===== src/rtl/smpq_pkg.sv =====
// ---------------------------------------------------------------------------
// smpq_pkg: shared types and constants of the sorted minimum priority queue
// Entry and command types for the cell chain, item codes and field widths.
// ---------------------------------------------------------------------------
package smpq_pkg;

	localparam int KEY_W       = 32;
	localparam int LABEL_W     = 16;
	localparam int COUNT_OUT_W = 7;
	localparam int STATUS_W    = 2;
	localparam int DEPTH_DEF   = 64;

	// Item kinds on the input side.
	localparam logic KIND_INSERT = 1'b0;
	localparam logic KIND_REMOVE = 1'b1;

	// Result status codes.
	localparam logic [STATUS_W-1:0] ST_OK    = 2'd0;
	localparam logic [STATUS_W-1:0] ST_EMPTY = 2'd1;
	localparam logic [STATUS_W-1:0] ST_FULL  = 2'd2;

	typedef struct packed {
		logic [KEY_W-1:0]   key;
		logic [LABEL_W-1:0] label;
	} entry_t;

	// Broadcast to every cell in the cycle an item is accepted.
	typedef struct packed {
		logic   ins;
		logic   rem;
		entry_t ent;
	} cmd_t;

endpackage


===== src/rtl/smpq_cell.sv =====
// ---------------------------------------------------------------------------
// smpq_cell: one slot of the sorted queue
// Holds one entry and moves toward a neighbor or takes the new entry.
// ---------------------------------------------------------------------------
module smpq_cell #(
	parameter int INDEX   = 0,
	parameter int COUNT_W = 7
) (
	input  logic                 clk,
	input  smpq_pkg::cmd_t       cmd,
	input  logic [COUNT_W-1:0]   count,
	input  logic                 left_ge,
	input  smpq_pkg::entry_t     left_ent,
	input  smpq_pkg::entry_t     right_ent,
	output logic                 ge,
	output smpq_pkg::entry_t     ent
);

	smpq_pkg::entry_t ent_q;
	logic             occupied;

	// A slot is occupied when it lies below the fill count.
	assign occupied = count > COUNT_W'(INDEX);
	// The new entry goes at or before this slot.
	assign ge  = !occupied || (ent_q.key >= cmd.ent.key);
	assign ent = ent_q;

	always_ff @(posedge clk) begin
		if (cmd.ins) begin
			if (left_ge) begin
				ent_q <= left_ent;
			end else if (ge) begin
				ent_q <= cmd.ent;
			end
		end else if (cmd.rem) begin
			ent_q <= right_ent;
		end
	end

endmodule


===== config.mk =====
export PLATFORM = sky130hd
export DESIGN_NAME = smpq_cell
export DESIGN_NICKNAME = d
export VERILOG_FILES = /design/src/rtl/smpq_pkg.sv /design/src/rtl/smpq_cell.sv
export SDC_FILE = /design/constraint.sdc
export NUM_CORES = 1
export LEC_CHECK = 0
export ABC_CLOCK_PERIOD_IN_PS = 5700
export BUFFER_PORTS_ARGS = -buffer_cell sky130_fd_sc_hd__buf_2
export CAP_MARGIN = 0
export CELL_PAD_IN_SITES_DETAIL_PLACEMENT = 1
export CELL_PAD_IN_SITES_GLOBAL_PLACEMENT = 1
export CORE_UTILIZATION = 34
export DETAILED_ROUTE_END_ITERATION = 8
export GPL_ROUTABILITY_DRIVEN = 0
export GPL_TIMING_DRIVEN = 0
export PLACE_DENSITY_LB_ADDON = 0.1
export SLEW_MARGIN = 10
export SYNTH_ARGS = -nofsm -noshare
export SYNTH_HDL_FRONTEND = slang
export SYNTH_SLANG_ARGS = --single-unit

===== constraint.sdc =====
create_clock -name clk -period 5.7 [get_ports clk]
set_input_delay 0.285 -clock clk [delete_from_list [all_inputs] [get_ports clk]]
set_output_delay 0.285 -clock clk [all_outputs]
set_load 0.1 [all_outputs]

[Word level (Yosys, flattened, before mapping)]
Cells that the tools add are included.
Word-level totals
  register bits: 48
  output and inout bits: 49
Operators by class
  $lt $le $gt $ge: 2
  equality and inequality tests: 1
  multiplexer cells: 4
  reductions and logical operators: 4
Operators by type and width (count)
  $mux W48: 4
  $ge A32 B32 Y1: 1
  $gt A7 B1 Y1 const B: 1
  $ne A3 B1 Y1 const B: 1
  $reduce_and A2 Y1: 1
  $reduce_bool A2 Y1: 1
  $logic_not A1 Y1: 1
  $logic_or A1 B1 Y1: 1

[Depth between registers and ports, before layout]
  word-level depth: 6
  depth in mapped cells: 7

[Worst setup path after synthesis]
OpenSTA, ideal clock, no wires.
  path kind: register to register
  from: register ent_q (netlist bit ent[46])
  to: register ent_q (netlist bit ent[0]) (enable)
  library setup time: 0.424 ns
  arrival time: 3.460 ns
  path slack: 1.817 ns
  cell stages (with the launch flop): 7
  path buffers: 0
  clock period less this slack: 3.883 ns
  path through: edfxtp_1 ha_1 and4_4 and4_1 nor4b_2 a22oi_2 a41oi_2
Between the ends
  word-level cells in the longest chain between the ends: 4
Ends and longest elaborated chain
  start, declared: line smpq_cell.sv:19  | smpq_pkg::entry_t ent_q;
  start signal, assigned: line smpq_cell.sv:31  | ent_q <= left_ent;
  start signal, assigned: line smpq_cell.sv:33  | ent_q <= cmd.ent;
  start signal, assigned: line smpq_cell.sv:36  | ent_q <= right_ent;
  $ge A32 B32 Y1: line smpq_cell.sv:25  | assign ge = !occupied || (ent_q.key >= cmd.ent.key);
  $logic_or A1 B1 Y1: line smpq_cell.sv:25
  $ne A3 B1 Y1 (no line)
  $reduce_and A2 Y1 (no line)
Every way passes these cells.
A chain may end at the register's enable or synchronous reset.

[Final worst setup path]
  from: register ent_q (netlist bit ent[42])
  to: register ent_q (netlist bit ent[44]) (enable)
Same word-level chain as after synthesis.

==> metrics.yaml <==
outcome: "completed"
tritoncts: "yes"
fin_nets: 724
fin_crit_sh_pct: 48.96
core_area_sq_um: 9328
grt_max_degree: 22
clock_skew_ns: 0.006067
ctsResizeCount: 0
cts_root_buffer: "clkbuf_8"
port_buffers: 201
ys_types: 29
cts_sinks: 48
holdBufCountCts: 0
whs_path_depth: 3
fp.dieH_microns: 100.8
final_common_cell: "buf_2"
period_needed_ns: 2.791
ioPinCount: 204
crit_chain: "ha_1 > and4_1 > and4_1 > nor4b_2 > a22oi_2 > a41oi_4 > buf_16"
grt_first_pass_wirelength_mm: 16.37
h-tree-depth: 2
setup_violations: 0
slew_violations: 0
grt_pass1_vias: 3441
critical_path_class: "reg -> reg"
drtPass1Iterations: 4
synthCells: 327
syn_area_sq_um: 3317
critical_path.max_fanout: 21
vias: 3171
hold_class: "in -> reg"
antenna_found_initial: 1
crit_arrival_ns: 2.81
relSlewSlack_pct: 55.84
yosys_warnings: 0
drive_gt1_share_pct: 41.82
ys_seq_elements: 48
cp_slowest_stage_delay_ns: 0.63
regArea_sq_um: 1441
final_cell_mix: "buf_2 (205), a21oi_1 (60), nor2_1 (50)"
power.density_nw_per_um2: 263.7
worstMarginPinSlew_ns: 0.6602
power.total_mw: 1.225
cp_top_family: "compound AO/OA/AOI/OAI gates"
dpl.cell_count: 659
wire_per_inst_microns: 15.62
final_core_util_pct: 49.81
area.growth.synth_to_final_pct: 40.06
required_ns: 5.72
insertion_delay_ns: 0.31
slowest_stage: "a41oi_4"
ir_drop_uv: 100.9
start_kind: "register"
totalWireLength_mm: 10.43
max_freq_mhz: 358.3
worstHoldStart: "right_ent[19]"
rsz0062_at_grt: "false"
clk_path_buf_depth: 2
crit_start: "ent[42]"
nFillCells: 1175
post_cts_buffers: 0
dp_hpwl_mm: 8.591
syn_nets: 514
timing.hold.ws_ns: 0.2831
finalSetupTns_ns: 0
vias_per_cell: 4.747
dieArea_sq_um: 10150
critPathBufInv: 1
cts_made_buffers: 5
yosysSeqAreaShare_pct: 43.46
reg2regPathDepth: 7
multiInputGateArea_sq_um: 1683
overflow: 0
die_x_microns: 100.8
start_util_pct: 35.56
synthTopCellsByArea: "edfxtp_1 (43%), mux2i_1 (14%), ha_1 (12%), a21oi_1 (9.1%), nor2_1 (5.7%)"
final_cell_count_no_fill: 668
synth_top_area_share_pct: 43.46
synth_top_area_cell: "edfxtp_1"
finalHoldViolCount: 0
row_count: 35
drt_iter0_markers: 50
crit_path_end_kind: "register"
clkSlewWorstSetupHoldPaths_ns: 0.10
synth.avg_cell_area_sq_um: 10.14
drcViolationCount: 0
cap_violations: 0
rrSetupSlack_ns: 2.91
cp_common_cell: "and4_1"
r2r-start: "ent[42]"
gr-usage-all-layers_pct: 21.01
ant_nets: 0
p_leak_nw: 2.345
cp.depth: 7
largest_register_ffs: 48
## cells by family after synthesis
kind of cell	Yosys count	share of synthesized area [%]
buffers and inverters	51	6.148
DFF	48	43.46
adders and majority gates	32	12.07
AOI/OAI and AO/OA	74	13.09
muxes	48	14.49
and+or+nand+nor	74	10.75
## power breakdown
group / internal, mW / leakage (nW) / switching [mW] / total [mW]
Sequential: 0.437 / 0.472 / 0.0162 / 0.453
Combinational: 0.137 / 1.83 / 0.412 / 0.549
Clock: 0.0874 / 0.0404 / 0.135 / 0.222
## cells in the mapped netlist
cell type,number
o21ai_0,4
ha_1,32
a41oi_2,1
nor4b_2,1
a2111oi_0,1
o21a_1,3
o41ai_4,1
or4_4,1
a21oi_1,60
buf_2,4
and3_1,1
nor3b_2,1
edfxtp_1,48
nand3_1,2
nand2_1,8
and4_4,1
a22oi_2,1
a32o_1,1
nor2_1,50
nand2b_1,1
nand4_1,3
nor4_2,1
clkbuf_1,11
and4_1,4
o311ai_1,1
a21o_1,1
mux2i_1,48
inv_1,34
buf_4,2
## cell type report
| class | count | share of cell area [%] |
|---|---|---|
| sequential | 48 | 31.03 |
| clock inverter | 3 | 0.5117 |
| multi-input combinational | 228 | 36.22 |
| clock buffer | 5 | 1.481 |
| tap | 129 | 3.474 |
| inverter | 34 | 2.747 |
| timing repair buffer | 203 | 22.84 |
| buffer | 17 | 1.643 |
| antenna | 1 | 0.05386 |
## metal layers
layer  vias up  share of wire [%]  GRT usage (%)
met1      1454                 39          23.46
met2       115                 53          39.88
met5         -                  0              0
li1       1595                  -              -
met4         0               0.71          4.682
met3         7                7.0          5.270
## metrics by stage
step	area (sq um)	setup WS [ns]
finish	4646	2.909
CTS	4643	2.866
global placement	4484	1.417
floorplan	3317	1.817
detailed placement	4551	2.876
global route	4646	2.760
## worst reg2reg max path, delay by kind of cell (launching register included)
family	cells	cell delay, ns
compound gates	2	0.75
flops	1	0.41
buf+inv	1	0.25
simple gates	3	0.72
fa+ha+maj	1	0.37
## worst paths after layout
| check | endpoint |
|---|---|
| worst max register to register | ent[44] |
| worst min register to register | ent[34] |
| worst min-delay path | ent[19] |
| worst max-delay path | ent[44] |
Note: power is estimated with default switching activity, not from simulation.
